File: src/rtl/drpi_pkg.sv
// ----------------------------------------------------------------------------
// drpi_pkg
// Types, constants and the arctangent table of the pose integrator.
// ----------------------------------------------------------------------------
`timescale 1ns / 1ps
package drpi_pkg;

  localparam int CORDIC_STEPS   = 16;
  localparam int ITER_W         = $clog2(CORDIC_STEPS);
  localparam int MAX_ELAPSED_MS = 1000;

  localparam logic [21:0] DEADBAND_RESET = 22'd2288;
  localparam logic signed [24:0] PI_Q16     = 25'sd205887;
  localparam logic signed [24:0] TWO_PI_Q16 = 25'sd411775;
  localparam logic signed [33:0] PI_Q30      = 34'sd3373259426;
  localparam logic signed [33:0] HALF_PI_Q30 = 34'sd1686629713;
  localparam logic signed [32:0] GAIN_Q30    = 33'sd652032874;
  // ceil(2^36 / 125): exact floor division for operands below 2^29
  localparam logic signed [32:0] RECIP_125   = 33'sd549755814;
  localparam logic signed [48:0] POS_MAX = 49'sd140737488355327;
  localparam logic signed [48:0] POS_MIN = -49'sd140737488355328;

  localparam logic [3:0] OP_NONE   = 4'd0;
  localparam logic [3:0] OP_LOAD   = 4'd1;
  localparam logic [3:0] OP_MUL_D  = 4'd2;
  localparam logic [3:0] OP_MUL_H  = 4'd3;
  localparam logic [3:0] OP_DIV1_H = 4'd4;
  localparam logic [3:0] OP_DIV2_H = 4'd5;
  localparam logic [3:0] OP_WRAP   = 4'd6;
  localparam logic [3:0] OP_CINIT  = 4'd7;
  localparam logic [3:0] OP_CITER  = 4'd8;
  localparam logic [3:0] OP_CFIN   = 4'd9;
  localparam logic [3:0] OP_MUL_X  = 4'd10;
  localparam logic [3:0] OP_MUL_Y  = 4'd11;
  localparam logic [3:0] OP_DIV1_P = 4'd12;
  localparam logic [3:0] OP_DIV2_X = 4'd13;
  localparam logic [3:0] OP_DIV2_Y = 4'd14;
  localparam logic [3:0] OP_PUB    = 4'd15;

  typedef struct packed {
    logic [3:0]        op;
    logic [ITER_W-1:0] iter;
  } cmd_t;

  typedef struct packed {
    logic wrap_ok;
  } status_t;

  function automatic logic [31:0] atan_q30(input logic [4:0] i);
    logic [31:0] v;
    case (i)
      5'd0:  v = 32'h3243F6A8;
      5'd1:  v = 32'h1DAC6705;
      5'd2:  v = 32'h0FADBAFC;
      5'd3:  v = 32'h07F56EA6;
      5'd4:  v = 32'h03FEAB76;
      5'd5:  v = 32'h01FFD55B;
      5'd6:  v = 32'h00FFFAAA;
      5'd7:  v = 32'h007FFF55;
      5'd8:  v = 32'h003FFFEA;
      5'd9:  v = 32'h001FFFFD;
      5'd10: v = 32'h000FFFFF;
      5'd11: v = 32'h0007FFFF;
      5'd12: v = 32'h0003FFFF;
      5'd13: v = 32'h0001FFFF;
      5'd14: v = 32'h0000FFFF;
      5'd15: v = 32'h00007FFF;
      5'd16: v = 32'h00003FFF;
      5'd17: v = 32'h00001FFF;
      5'd18: v = 32'h00000FFF;
      5'd19: v = 32'h000007FF;
      5'd20: v = 32'h000003FF;
      5'd21: v = 32'h000001FF;
      5'd22: v = 32'h000000FF;
      5'd23: v = 32'h0000007F;
      default: v = 32'h0;
    endcase
    return v;
  endfunction

endpackage

File: src/rtl/drpi_dp.sv
// ----------------------------------------------------------------------------
// drpi_dp
// Datapath: shared multiplier, reciprocal divide, heading wrap, CORDIC, pose.
// ----------------------------------------------------------------------------
`timescale 1ns / 1ps
module drpi_dp (
  input  logic                 clk,
  input  logic                 rst_n,
  input  drpi_pkg::cmd_t       cmd,
  output drpi_pkg::status_t    status,
  input  logic signed [19:0]   in_linear_speed,
  input  logic signed [21:0]   in_yaw_rate,
  input  logic [9:0]           in_elapsed_ms,
  input  logic                 cfg_wr_en,
  input  logic [21:0]          cfg_wr_data,
  output logic signed [47:0]   out_pos_x,
  output logic signed [47:0]   out_pos_y,
  output logic signed [18:0]   out_heading_out
);
  import drpi_pkg::*;

  logic [21:0]        db_r;
  logic signed [19:0] spd_r;
  logic signed [21:0] rate_r;
  logic [9:0]         ms_r;
  logic               integ_r;
  logic signed [63:0] prod_r;
  logic               neg_r;
  logic signed [30:0] dist_r;
  logic signed [24:0] wrap_r;
  logic signed [18:0] head_r;
  logic signed [32:0] cx_r, cy_r, c_r, s_r;
  logic signed [33:0] cz_r;
  logic               fold_r;
  logic signed [47:0] px_r, py_r;
  logic signed [47:0] ox_r, oy_r;
  logic signed [18:0] oh_r;

  logic signed [32:0] mul_a, mul_b;
  logic signed [65:0] mul_full;
  logic [63:0]        prod_abs, sum_h, sum_p;
  logic [28:0]        n_div;
  logic [23:0]        q_abs;
  logic signed [24:0] q_s, h_sum;
  logic signed [48:0] sum_x, sum_y;
  logic [21:0]        rate_abs;
  logic signed [33:0] z0;
  logic signed [32:0] xs, ys;
  logic [31:0]        at;

  assign rate_abs = in_yaw_rate[21] ? 22'(-in_yaw_rate) : 22'(in_yaw_rate);
  assign prod_abs = prod_r[63] ? 64'(-prod_r) : 64'(prod_r);
  assign sum_h    = prod_abs + 64'd500;
  assign sum_p    = prod_abs + (64'd500 << 30);
  // round-half-away then /8 before the /125 reciprocal step
  assign n_div    = (cmd.op == OP_DIV1_H) ? sum_h[31:3] : sum_p[61:33];
  assign q_abs    = prod_r[59:36];
  assign q_s      = neg_r ? -$signed({1'b0, q_abs}) : $signed({1'b0, q_abs});
  assign h_sum    = {{6{head_r[18]}}, head_r} + (integ_r ? q_s : 25'sd0);
  assign sum_x    = {px_r[47], px_r} + {{24{q_s[24]}}, q_s};
  assign sum_y    = {py_r[47], py_r} + {{24{q_s[24]}}, q_s};
  assign status.wrap_ok = !wrap_r[24] && (wrap_r < TWO_PI_Q16);

  assign z0 = {{15{head_r[18]}}, head_r} <<< 14;
  assign xs = cx_r >>> cmd.iter;
  assign ys = cy_r >>> cmd.iter;
  assign at = atan_q30(5'(cmd.iter));

  always_comb begin
    mul_a = '0;
    mul_b = '0;
    case (cmd.op)
      OP_MUL_D: begin
        mul_a = {{13{spd_r[19]}}, spd_r};
        mul_b = {23'd0, ms_r};
      end
      OP_MUL_H: begin
        mul_a = {{11{rate_r[21]}}, rate_r};
        mul_b = {23'd0, ms_r};
      end
      OP_DIV1_H, OP_DIV1_P: begin
        mul_a = {4'd0, n_div};
        mul_b = RECIP_125;
      end
      OP_MUL_X: begin
        mul_a = {{2{dist_r[30]}}, dist_r};
        mul_b = c_r;
      end
      OP_MUL_Y: begin
        mul_a = {{2{dist_r[30]}}, dist_r};
        mul_b = s_r;
      end
      default: ;
    endcase
  end

  assign mul_full = mul_a * mul_b;

  always_ff @(posedge clk) begin
    if (!rst_n) begin
      db_r   <= DEADBAND_RESET;
      head_r <= '0;
      px_r   <= '0;
      py_r   <= '0;
    end else begin
      if (cfg_wr_en) begin
        db_r <= cfg_wr_data;
      end
      case (cmd.op)
        OP_WRAP: if (status.wrap_ok) begin
          head_r <= 19'(wrap_r - PI_Q16);
        end
        OP_DIV2_X: px_r <= (sum_x > POS_MAX) ? 48'(POS_MAX) :
                           (sum_x < POS_MIN) ? 48'(POS_MIN) : sum_x[47:0];
        OP_DIV2_Y: py_r <= (sum_y > POS_MAX) ? 48'(POS_MAX) :
                           (sum_y < POS_MIN) ? 48'(POS_MIN) : sum_y[47:0];
        default: ;
      endcase
    end
  end

  always_ff @(posedge clk) begin
    prod_r <= mul_full[63:0];
    case (cmd.op)
      OP_LOAD: begin
        spd_r   <= in_linear_speed;
        rate_r  <= in_yaw_rate;
        ms_r    <= (in_elapsed_ms > 10'(MAX_ELAPSED_MS)) ? 10'(MAX_ELAPSED_MS)
                                                          : in_elapsed_ms;
        integ_r <= rate_abs > db_r;
      end
      OP_MUL_H:  dist_r <= prod_r[30:0];
      OP_DIV1_H, OP_DIV1_P: neg_r <= prod_r[63];
      OP_DIV2_H: wrap_r <= h_sum + PI_Q16;
      OP_WRAP: begin
        if (wrap_r[24]) begin
          wrap_r <= wrap_r + TWO_PI_Q16;
        end else if (!status.wrap_ok) begin
          wrap_r <= wrap_r - TWO_PI_Q16;
        end
      end
      OP_CINIT: begin
        cx_r <= GAIN_Q30;
        cy_r <= '0;
        if (z0 > HALF_PI_Q30) begin
          cz_r   <= z0 - PI_Q30;
          fold_r <= 1'b1;
        end else if (z0 < -HALF_PI_Q30) begin
          cz_r   <= z0 + PI_Q30;
          fold_r <= 1'b1;
        end else begin
          cz_r   <= z0;
          fold_r <= 1'b0;
        end
      end
      OP_CITER: begin
        if (!cz_r[33]) begin
          cx_r <= cx_r - ys;
          cy_r <= cy_r + xs;
          cz_r <= cz_r - $signed({2'b00, at});
        end else begin
          cx_r <= cx_r + ys;
          cy_r <= cy_r - xs;
          cz_r <= cz_r + $signed({2'b00, at});
        end
      end
      OP_CFIN: begin
        c_r <= fold_r ? -cx_r : cx_r;
        s_r <= fold_r ? -cy_r : cy_r;
      end
      OP_PUB: begin
        ox_r <= px_r;
        oy_r <= py_r;
        oh_r <= head_r;
      end
      default: ;
    endcase
  end

  assign out_pos_x       = ox_r;
  assign out_pos_y       = oy_r;
  assign out_heading_out = oh_r;

endmodule

File: config.mk
export PLATFORM = sky130hd
export DESIGN_NAME = drpi_dp
export DESIGN_NICKNAME = d
export VERILOG_FILES = /design/src/rtl/drpi_pkg.sv /design/src/rtl/drpi_dp.sv
export SDC_FILE = /design/constraint.sdc
export NUM_CORES = 2
export LEC_CHECK = 0
export BUFFER_PORTS_ARGS = -buffer_cell sky130_fd_sc_hd__clkbuf_2
export CAP_MARGIN = 20
export CORE_AREA = 2 2 484 486
export CTS_CLUSTER_SIZE = 12
export DETAILED_ROUTE_END_ITERATION = 10
export DIE_AREA = 0 0 486 488
export PLACE_DENSITY = 0.51
export REMOVE_ABC_BUFFERS = 1
export SLEW_MARGIN = 20
export SYNTH_ARGS = -nofsm -noshare
export SYNTH_HDL_FRONTEND = slang
export SYNTH_SLANG_ARGS = --single-unit
File: constraint.sdc
create_clock -name clk -period 12.8 [get_ports clk]
set_clock_uncertainty 0.2 [all_clocks]
set_input_delay 2.56 -clock clk [delete_from_list [all_inputs] [get_ports clk]]
set_output_delay 2.56 -clock clk [all_outputs]
set_load 0.01 [all_outputs]
# After elaboration in Yosys (flattened, before gate mapping)
# Memories as Yosys holds them, arrays and structs flattened.
# Index checks and enable logic that the tools add are counted.
[totals]
ff_bits = 593
romBits = 480
inputBits = 85
memories = 1
[classes]
add_sub_neg = 22
mul = 1
order_cmp = 9
n_eq_ne = 16
n_shift = 2
mux = 25
n_reduce_logical = 9
[memory_table]
columns = ["name", "words", "width", "read_ports", "rd_clocked_by_memory_dff", "wr", "line_no", "rtl"]
rows = [
  ["(name not given)", 16, 30, 1, 0, 0, "drpi_pkg.sv:51", "case (i)"],
]
[op_table]
columns = ["cell", "count"]
rows = [
  ["one-hot mux 33 bit (4 select lines)", 2],
  ["2-to-1 mux 48 bit", 4],
  ["2-to-1 mux 33 bit", 4],
  ["one-hot mux 33 bit (2 select lines)", 2],
  ["2-to-1 mux 34 bit", 3],
  ["2-to-1 mux 25 bit", 4],
  ["adder 48 x 25 -> 49 bit", 2],
  ["> comparator 49 x 48 -> 1 bit (second input constant)", 2],
  ["< comparator 49 x 48 -> 1 bit (second input constant)", 2],
  ["one-hot mux 34 bit (2 select lines)", 1],
  ["adder 33 bit", 2],
  ["negator 33 bit", 2],
  [">>> shifter 33 x 4 -> 33 bit", 2],
  ["subtractor 33 bit", 2],
  ["multiplier 33 x 33 -> 64 bit", 1],
  ["adder 62 x 39 -> 62 bit (second input constant)", 1],
  ["2-to-1 mux 62 bit", 1],
  ["negator 62 bit", 1],
  ["one-hot mux 25 bit (2 select lines)", 1],
  ["adder 33 x 33 -> 34 bit (second input constant)", 1],
  ["adder 34 x 33 -> 34 bit", 1],
  ["subtractor 33 x 33 -> 34 bit (second input constant)", 1],
  ["subtractor 34 x 33 -> 34 bit", 1],
  ["> comparator 33 x 32 -> 1 bit (second input constant)", 1],
  ["25 further kinds", 40],
]

# Logic depth before layout (Yosys ltp)
[depth]
depth_word = 6
mapped_depth = 44
mapped_depth_nobuf = 42

# Worst setup path after synthesis
# No wires, ideal clock.
[synth_timing]
path_kind = "input -> register"
from = "input port cmd[6] in the netlist's numbering"
to = "register prod_r[58]"
t_arrival_ns = 12.775
slack_ns = -0.301
path_stages = 41
path_buffers = 6
path_cell_list = "clkbuf_1 > nor4b_2 > clkbuf_1 > buf_2 > buf_1 > buf_2 > nor2_1 > o32ai_1 > nand3b_2 > xnor2_1 > and2_1 > clkbuf_1 > a21oi_1 > fa_1 > inv_1 > fa_1 > inv_1 > fa_1 > [... 5 more ...] > fa_1 > fa_1 > inv_1 > fa_1 > inv_1 > ha_1 > a21o_1 > a21o_1 > a21oi_1 > nand2_1 > or3b_2 > nand3_1 > a21oi_1 > nor3_1 > o31ai_1 > a2111oi_0 > a21oi_1 > xor2_1"
[synth_via]
elab_chain_cells = 4
word_cells_on_any_way = 13
classes_between = "1 x mul; 6 x eq/ne; 3 x mux; 3 x reduce/logical"
[synth_rtl]
columns = ["element", "line_no", "rtl"]
rows = [
  ["start: declaration", "drpi_dp.sv:9", "input drpi_pkg::cmd_t cmd,"],
  ["equality test 4 x 3 -> 1 bit, or another cell as far along", "drpi_dp.sv:56, drpi_dp.sv:72", ""],
  ["2-to-1 mux 29 bit, or another cell as far along", "drpi_dp.sv:56", "assign n_div = (cmd.op == OP_DIV1_H) ? sum_h[31:3] : sum_p[61:33];"],
  ["one-hot mux 33 bit (4 select lines)", "drpi_dp.sv:72", "case (cmd.op)"],
  ["multiplier 33 x 33 -> 64 bit (*)", "drpi_dp.sv:97", "assign mul_full = mul_a * mul_b;"],
  ["net mul_full[58]", "drpi_dp.sv:40", "logic signed [65:0] mul_full;"],
  ["end signal: assignment", "drpi_dp.sv:123", "prod_r <= mul_full[63:0];"],
  ["end: declaration", "drpi_dp.sv:27", "logic signed [63:0] prod_r;"],
]
# The timed path passes the listed nets; every way through them passes the cells marked *.
# A chain may end at the register's enable or synchronous reset.

# Worst setup path in the final report
[layout_timing]
from = "input port cmd[4] in the netlist's numbering"
to = "register prod_r[58]"
# The elaborated chain is that of the path after synthesis.

==> results.md <==
* Setup violators final at 0
* Inst Count DP at 12.3k
* Post-layout min period at around 13 ns
* Starting Density at 34.8%
* Final period util at between 90% and 100%
* Worst-margin pin slew at approximately 1.1 ns
* Static leakage power at 41.4 nW
* CORE AREA at 232000 um^2
* I/O pin total at 201
* Yosys top cell area share at 27.0%
* Slew margin rel. at a little over a quarter
* Fin cells at 12.4k
* Setup Crit Path Kind: primary input to flip-flop
* Total gr overflow at 0
* Combinational share of power at 69.8%
* Hold_ws at approximately 0.27 ns
* Mapped cell area at roughly 81000 um^2
* Die area at 237000 um^2
* H-tree depth at 3
* DR WL/cell at 24.0 um
* Ys Warns at 0
* Cts-stage hold buffer count at 0
* Seq/Total Area, Yosys at 19.5%
* Startpoint Class: primary input
* Die height at roughly 500 um
* Internal power at between 8 and 9 mW
* Count of different cell masters after synthesis at between 100 and 150
* Min setup slack post-route at 0.299 ns
* Sw power at 7.56 mW
* Number of global-route vias before repair at 68.2k
* Total CTS buffers at 76
* GRT Util Overall at around a quarter
* CP max stage delay at 0.56 ns
* Reg2reg setup slack at 0.84 ns
* Worst-path clk slew at 0.06 ns
* Power share of the clock group at around 14%
* IO buf count at 200
* Slowest library cell on the worst path: fa_1
* Critical Path RT at 13.21 ns
* Yosys top cell by area: fa_1
* Number of synthesized register bits at 592
* Fmax at between 0.07 and 0.08 GHz
* Worst hold path class: flip-flop to flip-flop
* Arrival time at the worst endpoint at 12.91 ns
* Switching Share at between 40% and 50%
* Top_reg_cell synth: edfxtp_1
* Vias at slightly below 70k
* Largest net degree at the start of global routing at 87
* Worst skew pair latency at 0.72 ns
* Fin nets at between 10k and 15k
* Rows at 177
* Drt pass-1 iters at 6
* Via/cell ratio at 5.44
* CTS Sinks at between 500 and 600
* Clock buffer depth at 3
* Final Hold Viols at 0
* Syn-to-layout area delta at 14.8%
* Async SR Flop Fraction at 0%
* Number of synthesized flops with an enable pin at 392
* Cell Pwr Density at around 170 nW/um^2
* Outcome: completed
* Reg power frac at 16.3%
* Share of post-route cells with drive strength above 1 at 13.5%
* Placement Setup Slack at -1.38 ns
* Root Buffer: clkbuf_16
* Crit. End Element: flip-flop
* Placer Congestion at 0.982
* CTS tree: done
* Initial DRC count at 5709
* DRC Markers at 0
* WL final at 298 mm
* First-pass GRT wire length at 445 mm
* Worst-path maximum fanout at 6
* Die W at between 400 and 500 um
* Mapped Cells at 8870
* Max cap viols at 0
* VDD IR max at ~270 uV
* Post-DRT Antenna Nets at 0
* Syn Area/Cell at roughly 9.1 um^2
* Final count of pins violating max slew at 0
* Initial antenna violation count at 21
* Largest cells by area after synthesis: fa_1 27%, edfxtp_1 15%, ha_1 7.7%, inv_1 5.7%, dfxtp_1 5.0%
* Detailed placement HPWL at 243 mm
what timing repair did:
item | 4_1_cts | 5_1_grt
setup endpoints to repair | 15 | 21
pin swaps | 2 | 23
gates resized for setup | 17 | 74
setup buffers | 3 | 7
path summary, 6_finish.rpt:
path | start | to | cells past startpoint
max | cmd[4] | prod_r[58] | 45
min | px_r[7] | out_pos_x[7] | 0
max reg2reg | prod_r[12] | prod_r[58] | 44
min reg2reg | px_r[7] | out_pos_x[7] | 0
cells in the mapped netlist (25+ instances only):
cell type,count
inv_1,1221
fa_1,1089
nand2_1,884
nor2_1,642
a21oi_1,569
o21ai_0,537
ha_1,494
clkbuf_1,429
edfxtp_1,392
xnor2_1,373
dfxtp_1,200
a21o_1,169
xor2_1,148
and2_1,106
nor3_1,99
nand3_1,90
mux4_2,80
a22oi_1,77
mux2i_1,70
o21a_1,66
nor2b_1,59
nand4_1,54
buf_1,53
o31ai_1,53
a31oi_1,52
nand2b_1,51
maj3_1,46
or3_1,44
and3_1,39
o21ai_1,39
or4_1,37
a211oi_1,36
o211ai_1,35
nor4_1,32
o21bai_1,28
o22ai_1,25
placed cells by master (no fill, tap or decap), drive strengths merged, types with 24 or more instances in the layout:
cell type     n
inv        1229
fa         1089
nand2       889
buf         674
nor2        644
o21ai       581
a21oi       570
ha          494
edfxtp      392
xnor2       374
clkbuf      293
dfxtp       200
a21o        169
xor2        149
and2        106
nor3        104
nand3        92
mux4         80
a22oi        77
mux2i        70
o21a         66
nor2b        59
nand4        54
a31oi        53
o31ai        53
nand2b       51
maj3         46
or3          45
and3         39
or4          37
a211oi       36
nor4         36
o211ai       35
clkinv       29
o21bai       28
o22ai        25
o41ai        24
a221oi       24
layout make-up:
class                      instances  area, um^2
fill                           23000      139000
clock buffer                      98        2070
antenna                           10        25.0
tap                             3043        3810
multi-input combinational       6550       59100
inverter                        1227        4610
timing repair buffer             869        6980
sequential                       592       15800
clock inverter                    43         423
critical path, delay by kind of cell:
kind / cells / cell delay (ns)
fa+ha+maj: 9 / 4.46
simple gates: 14 / 2.68
buf+inv: 13 / 1.73
compound gates: 7 / 1.17
xor+xnor: 2 / 0.28
kinds of logic (layout without fill, tap and decap cells):
group / after synthesis / count (layout) / synth area share [%]
mux: 172 / 172 / 3.40
fa+ha+maj: 1629 / 1629 / 35.2
simple gates: 2250 / 2250 / 12.8
compound gates: 1976 / 1976 / 15.2
buf+inv: 1728 / 2237 / 8.09
other cells: 0 / 10 / 0
flops: 592 / 592 / 19.5
xor+xnor: 523 / 523 / 5.69
per-layer routing:
metal  track usage (%)  vias up  part of all wire (%)
met5                 0        -                 0.011
met4              9.39        4                   4.1
met3              3.90      443                   6.5
met2              40.0     2209                    46
met1              34.0    34300                    43
li1                  -    30700                     -
through the flow:
step	TNS (ns)	total power, mW	utilization (%)	area [um^2]
2_1_floorplan	-51.00	8.64	-	78800
3_3_place_gp	-21.15	13.3	38.7	89700
3_5_place_dp	-22.71	13.3	38.7	89700
4_1_cts	0	15.6	39.8	92300
5_1_grt	-0.223	16.9	40.0	92700
6_report	0	15.7	40.0	92700
sequential cells by signal, summed over array words and instances (netlist names), 20 cells and up:
register	cells
prod_r	63
out_pos_x	48
out_pos_y	48
px_r	48
py_r	48
cz_r	34
c_r	33
cx_r	33
cy_r	33
s_r	33
dist_r	31
wrap_r	25
db_r	22
rate_r	22
spd_r	20
power groups by stage:
stage	combinational, mW	clock, mW	sequential (mW)
3_3_place_gp	10.7	0	2.60
5_1_grt	12.0	2.30	2.58
3_5_place_dp	10.7	0	2.59
6_report	11.0	2.18	2.57
2_1_floorplan	6.17	0	2.47
4_1_cts	10.8	2.24	2.55
No activity file was read; power rests on OpenSTA's default activity.
