--- src/rtl/drpi_pkg.sv ---
// ----------------------------------------------------------------------------
// drpi_pkg
// Types, constants and the arctangent table of the pose integrator.
// ----------------------------------------------------------------------------
`timescale 1ns / 1ps
package drpi_pkg;

  localparam int CORDIC_STEPS   = 16;
  localparam int ITER_W         = $clog2(CORDIC_STEPS);
  localparam int MAX_ELAPSED_MS = 1000;

  localparam logic [21:0] DEADBAND_RESET = 22'd2288;
  localparam logic signed [24:0] PI_Q16     = 25'sd205887;
  localparam logic signed [24:0] TWO_PI_Q16 = 25'sd411775;
  localparam logic signed [33:0] PI_Q30      = 34'sd3373259426;
  localparam logic signed [33:0] HALF_PI_Q30 = 34'sd1686629713;
  localparam logic signed [32:0] GAIN_Q30    = 33'sd652032874;
  // ceil(2^36 / 125): exact floor division for operands below 2^29
  localparam logic signed [32:0] RECIP_125   = 33'sd549755814;
  localparam logic signed [48:0] POS_MAX = 49'sd140737488355327;
  localparam logic signed [48:0] POS_MIN = -49'sd140737488355328;

  localparam logic [3:0] OP_NONE   = 4'd0;
  localparam logic [3:0] OP_LOAD   = 4'd1;
  localparam logic [3:0] OP_MUL_D  = 4'd2;
  localparam logic [3:0] OP_MUL_H  = 4'd3;
  localparam logic [3:0] OP_DIV1_H = 4'd4;
  localparam logic [3:0] OP_DIV2_H = 4'd5;
  localparam logic [3:0] OP_WRAP   = 4'd6;
  localparam logic [3:0] OP_CINIT  = 4'd7;
  localparam logic [3:0] OP_CITER  = 4'd8;
  localparam logic [3:0] OP_CFIN   = 4'd9;
  localparam logic [3:0] OP_MUL_X  = 4'd10;
  localparam logic [3:0] OP_MUL_Y  = 4'd11;
  localparam logic [3:0] OP_DIV1_P = 4'd12;
  localparam logic [3:0] OP_DIV2_X = 4'd13;
  localparam logic [3:0] OP_DIV2_Y = 4'd14;
  localparam logic [3:0] OP_PUB    = 4'd15;

  typedef struct packed {
    logic [3:0]        op;
    logic [ITER_W-1:0] iter;
  } cmd_t;

  typedef struct packed {
    logic wrap_ok;
  } status_t;

  function automatic logic [31:0] atan_q30(input logic [4:0] i);
    logic [31:0] v;
    case (i)
      5'd0:  v = 32'h3243F6A8;
      5'd1:  v = 32'h1DAC6705;
      5'd2:  v = 32'h0FADBAFC;
      5'd3:  v = 32'h07F56EA6;
      5'd4:  v = 32'h03FEAB76;
      5'd5:  v = 32'h01FFD55B;
      5'd6:  v = 32'h00FFFAAA;
      5'd7:  v = 32'h007FFF55;
      5'd8:  v = 32'h003FFFEA;
      5'd9:  v = 32'h001FFFFD;
      5'd10: v = 32'h000FFFFF;
      5'd11: v = 32'h0007FFFF;
      5'd12: v = 32'h0003FFFF;
      5'd13: v = 32'h0001FFFF;
      5'd14: v = 32'h0000FFFF;
      5'd15: v = 32'h00007FFF;
      5'd16: v = 32'h00003FFF;
      5'd17: v = 32'h00001FFF;
      5'd18: v = 32'h00000FFF;
      5'd19: v = 32'h000007FF;
      5'd20: v = 32'h000003FF;
      5'd21: v = 32'h000001FF;
      5'd22: v = 32'h000000FF;
      5'd23: v = 32'h0000007F;
      default: v = 32'h0;
    endcase
    return v;
  endfunction

endpackage

--- src/rtl/drpi_ctrl.sv ---
// ----------------------------------------------------------------------------
// drpi_ctrl
// Sequencer: steps the datapath through one update and owns the handshakes.
// ----------------------------------------------------------------------------
`timescale 1ns / 1ps
module drpi_ctrl (
  input  logic              clk,
  input  logic              rst_n,
  input  logic              in_valid,
  output logic              in_ready,
  output logic              out_valid,
  input  logic              out_ready,
  input  drpi_pkg::status_t status,
  output drpi_pkg::cmd_t    cmd
);
  import drpi_pkg::*;

  localparam logic [3:0] ST_IDLE   = 4'd0;
  localparam logic [3:0] ST_MUL_D  = 4'd1;
  localparam logic [3:0] ST_MUL_H  = 4'd2;
  localparam logic [3:0] ST_DIV1_H = 4'd3;
  localparam logic [3:0] ST_DIV2_H = 4'd4;
  localparam logic [3:0] ST_WRAP   = 4'd5;
  localparam logic [3:0] ST_CINIT  = 4'd6;
  localparam logic [3:0] ST_CITER  = 4'd7;
  localparam logic [3:0] ST_CFIN   = 4'd8;
  localparam logic [3:0] ST_MUL_X  = 4'd9;
  localparam logic [3:0] ST_DIV1_X = 4'd10;
  localparam logic [3:0] ST_DIV2_X = 4'd11;
  localparam logic [3:0] ST_MUL_Y  = 4'd12;
  localparam logic [3:0] ST_DIV1_Y = 4'd13;
  localparam logic [3:0] ST_DIV2_Y = 4'd14;
  localparam logic [3:0] ST_DONE   = 4'd15;

  logic [3:0]        state_r, state_nxt;
  logic [ITER_W-1:0] iter_r, iter_nxt;
  logic              ov_r, ov_nxt;
  logic              pub;

  assign in_ready  = (state_r == ST_IDLE);
  assign out_valid = ov_r;
  assign pub       = (state_r == ST_DONE) && (!ov_r || out_ready);

  always_comb begin
    state_nxt = state_r;
    iter_nxt  = iter_r;
    ov_nxt    = pub ? 1'b1 : (out_ready ? 1'b0 : ov_r);
    cmd.op    = OP_NONE;
    cmd.iter  = iter_r;
    unique case (state_r)
      ST_IDLE: if (in_valid) begin
        cmd.op    = OP_LOAD;
        state_nxt = ST_MUL_D;
      end
      ST_MUL_D:  begin cmd.op = OP_MUL_D;  state_nxt = ST_MUL_H;  end
      ST_MUL_H:  begin cmd.op = OP_MUL_H;  state_nxt = ST_DIV1_H; end
      ST_DIV1_H: begin cmd.op = OP_DIV1_H; state_nxt = ST_DIV2_H; end
      ST_DIV2_H: begin cmd.op = OP_DIV2_H; state_nxt = ST_WRAP;   end
      ST_WRAP: begin
        cmd.op = OP_WRAP;
        if (status.wrap_ok) begin
          state_nxt = ST_CINIT;
        end
      end
      ST_CINIT: begin
        cmd.op    = OP_CINIT;
        iter_nxt  = '0;
        state_nxt = ST_CITER;
      end
      ST_CITER: begin
        cmd.op   = OP_CITER;
        iter_nxt = iter_r + 1'b1;
        if (iter_r == ITER_W'(CORDIC_STEPS - 1)) begin
          state_nxt = ST_CFIN;
        end
      end
      ST_CFIN:   begin cmd.op = OP_CFIN;   state_nxt = ST_MUL_X;  end
      ST_MUL_X:  begin cmd.op = OP_MUL_X;  state_nxt = ST_DIV1_X; end
      ST_DIV1_X: begin cmd.op = OP_DIV1_P; state_nxt = ST_DIV2_X; end
      ST_DIV2_X: begin cmd.op = OP_DIV2_X; state_nxt = ST_MUL_Y;  end
      ST_MUL_Y:  begin cmd.op = OP_MUL_Y;  state_nxt = ST_DIV1_Y; end
      ST_DIV1_Y: begin cmd.op = OP_DIV1_P; state_nxt = ST_DIV2_Y; end
      ST_DIV2_Y: begin cmd.op = OP_DIV2_Y; state_nxt = ST_DONE;   end
      ST_DONE: if (pub) begin
        cmd.op    = OP_PUB;
        state_nxt = ST_IDLE;
      end
      default: state_nxt = ST_IDLE;
    endcase
  end

  always_ff @(posedge clk) begin
    if (!rst_n) begin
      state_r <= ST_IDLE;
      iter_r  <= '0;
      ov_r    <= 1'b0;
    end else begin
      state_r <= state_nxt;
      iter_r  <= iter_nxt;
      ov_r    <= ov_nxt;
    end
  end

endmodule

--- config.mk ---
export PLATFORM = sky130hd
export DESIGN_NAME = drpi_ctrl
export DESIGN_NICKNAME = d
export VERILOG_FILES = /design/src/rtl/drpi_pkg.sv /design/src/rtl/drpi_ctrl.sv
export SDC_FILE = /design/constraint.sdc
export NUM_CORES = 1
export LEC_CHECK = 0
export BUFFER_PORTS_ARGS = -buffer_cell sky130_fd_sc_hd__buf_2
export CORE_MARGIN = 3
export CORE_UTILIZATION = 35
export DETAILED_ROUTE_END_ITERATION = 10
export SYNTH_ARGS = -nofsm -noshare
export SYNTH_HDL_FRONTEND = slang
export SYNTH_SLANG_ARGS = --single-unit
--- constraint.sdc ---
create_clock -name clk -period 1.6 [get_ports clk]
set_clock_uncertainty 0.15 [all_clocks]
set_input_delay 0.16 -clock clk [delete_from_list [all_inputs] [get_ports clk]]
set_output_delay 0.16 -clock clk [all_outputs]
set_load 0.005 [all_outputs]
# Yosys cells after proc, flatten, opt, wreduce, memory -nomap -nowiden
# Cells that the tools add are included.
[totals] output_inout_bits=10 inputBits=5 regBits=9
[classes] reduce_logical=8 add_sub_neg=1 eq_ne=20 muxes=11
[op_table] cell="$pmux 4 s16" count=1
[op_table] cell="$pmux 4 s15" count=1
[op_table] cell="$eq 4x4->1 const B" count=9
[op_table] cell="$mux 4" count=5
[op_table] cell="$eq 4x3->1 const B" count=4
[op_table] cell="$eq 4x2->1 const B" count=2
[op_table] cell="$ne 2x2->1 const B" count=4
[op_table] cell="$pmux 4 s2" count=1
[op_table] cell="$add 4x1->4 const B" count=1
[op_table] cell="$eq 4x1->1 const B" count=1
[op_table] cell="$logic_not 4->1" count=1
[op_table] cell="$reduce_and 4->1" count=1
[op_table] cell="$reduce_bool 2->1" count=2
[op_table] cell="$mux 1" count=3
[op_table] cell="$reduce_or 2->1" count=1
[op_table] cell="$logic_and 1x1->1" count=1
[op_table] cell="$logic_not 1->1" count=1
[op_table] cell="$logic_or 1x1->1" count=1

# Longest topological paths before layout
# Gate-level depths: netlist of the first run.
[depth] depth_word=5 mapped_depth=4 mapped_depth_nobuf=4

# Worst setup path before layout of the first run
# OpenSTA, ideal clock, no wires.
[synth_timing] kind="reg2reg" start="register state_r[3]" end="register state_r[1]" required_ps=1320 setup_time_ps=130 period_less_slack_ps=1333 arrival_time_ps=1054 stages_incl_launch_ff=5 path_slack_ps=267 path_cell_list="dfxtp_1 buf_6 or3b_2 a21oi_1 a311oi_1"
[synth_between] elab_chain_cells=4 word_cells_on_any_way=23 classes_between="19 x eq/ne; 1 x mux; 3 x reduce/logical"
[synth_rtl] item="from (decl)" line="drpi_ctrl.sv:35" text="logic [3:0] state_r, state_nxt;"
[synth_rtl] item="from (signal assigned)" line="drpi_ctrl.sv:98" text="state_r <= state_nxt;"
[synth_rtl] item="$eq 4x4->1" line="drpi_ctrl.sv:42, drpi_ctrl.sv:50"
[synth_rtl] item="$logic_and 1x1->1" line="drpi_ctrl.sv:42" text="assign pub = (state_r == ST_DONE) && (!ov_r || out_ready);"
[synth_rtl] item="$ne 2x2->1 (no line)"
[synth_rtl] item="$reduce_and 4->1 (no line)"
# Parallel ways exist; a longest one is shown, timed or not.
# A chain may end at the register's enable or synchronous reset.

==> key figures, run 1 <==
Placed design
  – Pre-CTS WS: approximately 0.11 ns
  – Post-DP HPWL: 1.05 mm
  – Routability congestion estimate: between 0.7 and 0.8
  – Number of port buffers: 14
  – Post-DP Area: between 600 and 700 sq um

Yosys
  – Synth top area share: between 20% and 30%
  – Seq/Total Area, Yosys: between 20 and 30%
  – Synth top cells by count: a21oi_1 (14), dfxtp_1 (9), nand2_1 (6), nor2_1 (5)
  – Top_reg_cell synth: dfxtp_1
  – Seq cells post-synth: 9
  – Top post-synthesis cells by area: dfxtp_1 (30%), a21oi_1 (12%), nand2_1 (3.7%)
  – Ys async rst share: 0%
  – Post-synth EDFFs: 0
  – Average size of a mapped cell: 7.75 sq um
  – Most common cell in the netlist: a21oi_1
  – Area leader, netlist: dfxtp_1
  – Synth unique cells: 34
  – Synth warn: 0
  – Syn nets: 84
  – Cell Area, Synth: 604 sq um
  – Post-Synthesis Cells: 78

Detailed routing
  – Final ANT Viol Nets: 0
  – Routed WL per cell: 13.1 um
  – Residual DRC: 0
  – First-pass detailed-route iteration total: 4
  – Vias per std cell: 5.68
  – Vias: 670
  – Final WL: 1.54 mm
  – 1st-iter DRT viols: 12

Layout
  – Diodes inserted: 0
  – Share of cells above drive strength 1: a little under two fifths
  – Net count, final: about 110
  – Design area: 812 sq um
  – P&R area growth vs syn: 34.4%

Pwr
  – Power per cell area: 702 mW/mm^2
  – Peak supply drop: roughly 0.49 mV
  – Power Total: 570 uW
  – Static Leak: 0.373 nW

Floorplanning
  – Die H: 47.6 um
  – Initial core utilization: 38.8%
  – Die area: 0.00226 sq mm
  – Die width: 47.6 um
  – Core Box Area: 0.00156 sq mm
  – Row Count: 14
  – Top Ports: 15

Worst setup path
  – Largest stage delay, worst path: 0.36 ns
  – Crit. End Element: output port
  – Max FO, Critical Path: 6
  – Critical path cell sequence: or3_1 -> a21oi_2 -> a311oi_1 -> buf_2
  – Crit path DAT: 1.28 ns
  – Worst Setup Path Type: reg -> out
  – Critical path startpoint category: register
  – Critical Path RT: roughly 1.3 ns
  – Critical path's slowest cell: dfxtp_4

Timing
  – Final setup violation count: 0
  – Hold Fails Final Rpt: 0
  – Max_slew headroom: 80.3%
  – Setup ws final: 0.0131 ns
  – RSZ-0062 raised after global routing: yes
  – Tmin final: 1.59 ns
  – Final period util: between 90 and 100%
  – FMAX: between 600 and 700 MHz
  – Worst slew pin tran: 0.294 ns
  – Final slew viol count: 0

Clock network
  – CTS Buffer Depth: 2
  – Worst-path clk slew: ~0.05 ns
  – TritonCTS Sinks: 9
  – CTS root buf: clkbuf_4
  – CTS tree: built
  – CTS Buf Count: 3
  – CTS H-Tree Depth: 1
  – Worst-skew pair later-pin latency: roughly 0.26 ns

Outcome
  – Status: completed

Flow run
  – Max-cap violations: 0

Global route
  – First-pass GRT wire length: 2.59 mm
  – Largest net degree at the start of global routing: 16
  – Overflow after GRT: 0
  – Gr usage total: 15.9%
  – Vias in the first global route: about 600
  – Antenna violations before repair: 0

Worst hold path
  – Min-Delay Path Class: in -> reg
kinds of logic after synthesis:
group	share of synthesized area, %
multiplexers	1.66
adder cells (fa/ha/maj)	2.07
buffers and inverters	7.25
AND/OR/NAND/NOR	33.7
AO/OA/AOI/OAI	25.5
flip-flops	29.8
through the flow:
step                      cells  util (%)  hold WS [ns]  setup TNS [ns]
after global placement      107      44.4         0.289               0
after floorplan              78         -         0.148               0
after global routing        118      52.1        0.0798         -0.0568
after CTS                   118      50.2        0.0235               0
final                       118      52.1        0.0633               0
after detailed placement    107      44.4         0.279               0
worst max-delay path: cells and delay by family (launching register included):
kind	cells	cell delay, ns
and+or+nand+nor	1	0.36
buffers and inverters	1	0.13
DFF	1	0.36
AOI/OAI and AO/OA	2	0.17
area by class of cell:
cell class                      instances  area [sq um]
Fill cell                             161           747
Clock buffer                            4          26.3
Timing Repair Buffer                   25           159
Sequential cell                         9           195
Tap cell                               16          20.0
Multi-Input combinational cell         61           400
Inverter                                3          11.3
timing repair:
item | 4_1_cts | 5_1_grt
hold endpoints to repair | 1 | 0
resized for setup | 6 | 9
pin swaps | 2 | 0
setup buffers | 6 | 0
setup endpoints to repair | 4 | 5
hold buffers | 1 | 0
cell usage in the layout, fill, tap and decap left out, types with 2 or more instances in the layout:
cell,netlist,routed
buf_2,2,14
a21oi_1,14,13
buf_4,1,9
nand2_1,6,6
nor2_1,5,5
dfxtp_1,9,5
dfxtp_4,0,4
clkbuf_4,0,3
o21ai_1,1,2
o21a_1,2,2
nor3_1,2,2
or3_1,2,2
a311oi_1,2,2
nand4b_1,2,2
inv_1,3,2
nand3_1,3,2
nor2b_1,2,2
o21ai_0,3,2
where the power goes:
group	internal [mW]	switching, mW
Sequential	0.232	0.0195
Combinational	0.0781	0.0710
Clock	0.0957	0.0734
Total	0.406	0.164
metal layers:
| metal | part of all wire (%) | up-vias | global-route usage [%] |
|---|---|---|---|
| met1 | 47 | 312 | 21.1 |
| li1 | - | 339 | - |
| met5 | 0 | - | 0 |
| met4 | 0.52 | 0 | 1.61 |
| met2 | 47 | 17 | 25.9 |
| met3 | 5.2 | 2 | 5.64 |
flip-flops by register name, indices dropped and copies added (netlist names):
register   cells
state_r        4
out_valid      1
iter_r         4
worst paths after layout:
| check | startpoint | endpoint | slack (ns) | depth (start not counted) |
|---|---|---|---|---|
| worst max-delay path | state_r[1]$_SDFFE_PN0P_ | cmd[4] | 0.01 | 4 |
| worst min-delay path | in_valid | state_r[0]$_SDFFE_PN0P_ | 0.06 | 3 |
| worst max register to register | state_r[2]$_SDFFE_PN0P_ | state_r[1]$_SDFFE_PN0P_ | 0.18 | 4 |
| worst min register to register | iter_r[1]$_SDFFE_PN0P_ | iter_r[1]$_SDFFE_PN0P_ | 0.34 | 2 |
Power figures use the tool's default switching activity.
==> run 2, diff against run 1 <==
--- a/config.mk
+++ b/config.mk
@@ -6,6 +6,7 @@
 export NUM_CORES = 1
 export LEC_CHECK = 0
 export BUFFER_PORTS_ARGS = -buffer_cell sky130_fd_sc_hd__buf_2
+export CORE_ASPECT_RATIO = 1.25
 export CORE_MARGIN = 3
 export CORE_UTILIZATION = 35
 export DETAILED_ROUTE_END_ITERATION = 10
==> run 2 against run 1 <==
  * Wire length decreased by 0.78%
  * Worst hold slack worse by 0.060 ns
  * Clock power up 9%
  * Register-to-register slack worse by 0.09 ns
  * Setup slack better by 0.00090 ns
  * Combinational power increased by 3%
  * Critical path depth up 1
  * Global-route usage fell by 0.41 points
  * Critical path type unchanged
  * Largest power group unchanged
==> key figures, run 2 (same netlist as run 1, synthesis figures left out) <==
Outcome
  – Status: completed

Worst setup path
  – R2R Setup Slk: 0.09 ns
  – Max FO, Critical Path: 5
  – Crit path depth: 5
  – Crit path max-delay family: flip-flops
  – Critical path's slowest cell: dfxtp_4
  – Reg-to-Reg End: state_r[1]$_SDFFE_PN0P_
  – Crit path DAT: 1.28 ns
  – Critical path startpoint category: register
  – Crit. End Element: output port
  – Worst Setup Path Type: reg -> out
  – Reg-to-Reg Start: state_r[2]$_SDFFE_PN0P_
  – Worst path buffer plus inverter count: 2
  – Critical Path RT: 1.29 ns
  – Largest stage delay, worst path: 0.36 ns
  – Critical path cell sequence: buf_6 -> nand3b_1 -> a21oi_2 -> a311oi_1 -> buf_2
  – R2R depth: 5
  – CP startpoint: state_r[2]$_SDFFE_PN0P_

Floorplanning
  – Die width: 43.2 um
  – Die H: approximately 52 um
  – Die area: 0.00226 sq mm
  – Top Ports: 15
  – Core Box Area: 0.00160 sq mm
  – Row Count: 16
  – Initial core utilization: between 30% and 40%

Detailed routing
  – Vias per std cell: 5.45
  – Routed WL per cell: 12.9 um
  – First-pass detailed-route iteration total: 6
  – Vias: around 650
  – Final ANT Viol Nets: 0
  – Final WL: 1.53 mm
  – 1st-iter DRT viols: 7
  – Residual DRC: 0

Clock network
  – TritonCTS Sinks: 9
  – CTS Buffer Depth: 2
  – CTS root buf: clkbuf_4
  – CTS H-Tree Depth: 1
  – CTS tree: built
  – Worst-skew pair later-pin latency: about 0.27 ns
  – Worst-path clk slew: 0.06 ns
  – CTS Buf Count: 3

Layout
  – Filler cell count: 160
  – Net count, final: 108
  – Most frequent cells in the layout: buf_2 (14), a21oi_1 (13), nand2_1 (6), buf_4 (6)
  – Diodes inserted: 0
  – Most common cell after layout, fill and taps aside: buf_2
  – Post-route insts no fill: about 120
  – P&R area growth vs syn: 33.1%
  – Share of cells above drive strength 1: 33.7%

Worst hold path
  – Hold path depth: 3
  – Worst hold endpoint: state_r[0]$_SDFFE_PN0P_
  – Hold_sp: in_valid
  – Min-Delay Path Class: in -> reg

Global route
  – Antenna violations before repair: 0
  – Vias in the first global route: about 620
  – Overflow after GRT: 0
  – Largest net degree at the start of global routing: 21
  – Gr usage total: 15.5%
  – First-pass GRT wire length: around 2.6 mm

Placed design
  – Routability congestion estimate: 0.760
  – Post-DP HPWL: 1.06 mm
  – Number of port buffers: 14
  – Placed insts: 110
  – Pre-CTS WS: 0.0596 ns

Pwr
  – Static Leak: 0.371 nW
  – Peak supply drop: 0.467 mV
  – Power per cell area: slightly above 700 mW/mm^2

Timing
  – Setup ws final: 0.0140 ns
  – Setup total negative slack: 0 ns
  – Worst slew pin tran: 0.387 ns
  – Final setup violation count: 0
  – Hold Fails Final Rpt: 0
  – Tmin final: between 1.5 and 2 ns
  – RSZ-0062 raised after global routing: yes
  – Final slew viol count: 0
  – FMAX: 631 MHz
  – Max_slew headroom: 73.9%
  – Final period util: 99.1%

Flow run
  – Max-cap violations: 0
-- run 2: power by group --
group	total, mW	switching [mW]	internal, mW
registers	0.245	0.0134	0.232
clock network	0.184	0.0871	0.0966
logic	0.153	0.0721	0.0812
-- run 2: routing by layer --
layer / vias up / track usage, % / part of all wire (%) / wire, um
met5: - / 0 / 0 / 0
li1: 336 / - / - / -
met4: 0 / 10.6 / 3.6 / 55
met3: 7 / 5.50 / 5.4 / 82
met1: 288 / 16.3 / 45 / 694
met2: 17 / 25.6 / 46 / 699
-- run 2: cell type report --
cell class	instances	area (sq um)	area share (%)
clock buffers	4	26.3	3.27
inverters	3	11.3	1.40
multi-input cells	61	384	47.7
flip-flops and latches	9	193	24.0
well taps	18	22.5	2.80
repair buffers	24	168	20.8
-- run 2: what timing repair did --
action / CTS / global route
hold buffers: 1 / 0
endpoints found under the hold margin: 1 / 0
endpoints found under the setup margin: 5 / 5
resized for setup: 5 / 5
pin swaps: 2 / 3
setup buffers: 1 / 3
-- run 2: worst max-delay path by stage --
stage                              end  slack (ns)
3_5_place_dp   state_r[1]$_SDFFE_PN0P_        0.06
3_3_place_gp   state_r[0]$_SDFFE_PN0P_        0.11
5_1_grt                         cmd[4]       -0.08
4_1_cts                         cmd[4]       0.004
2_1_floorplan  state_r[1]$_SDFFE_PN0P_        0.27
6_report                        cmd[4]        0.01
-- run 2: per-stage QoR --
stage          hold WS, ns  power (mW)  utilization, %  cell area (sq um)
3_5_place_dp         0.274       0.383            44.6                714
3_3_place_gp         0.279       0.382            44.6                714
5_1_grt             0.0251       0.620            50.2                805
2_1_floorplan        0.148       0.323               -                604
4_1_cts            0.00112       0.574            47.8                766
6_report           0.00353       0.582            50.2                805
-- run 2: tightest hold or removal path, stage by stage --
cell and delay (ns):
buf_2 0.11, inv_1 0.04, a221oi_1 0.06
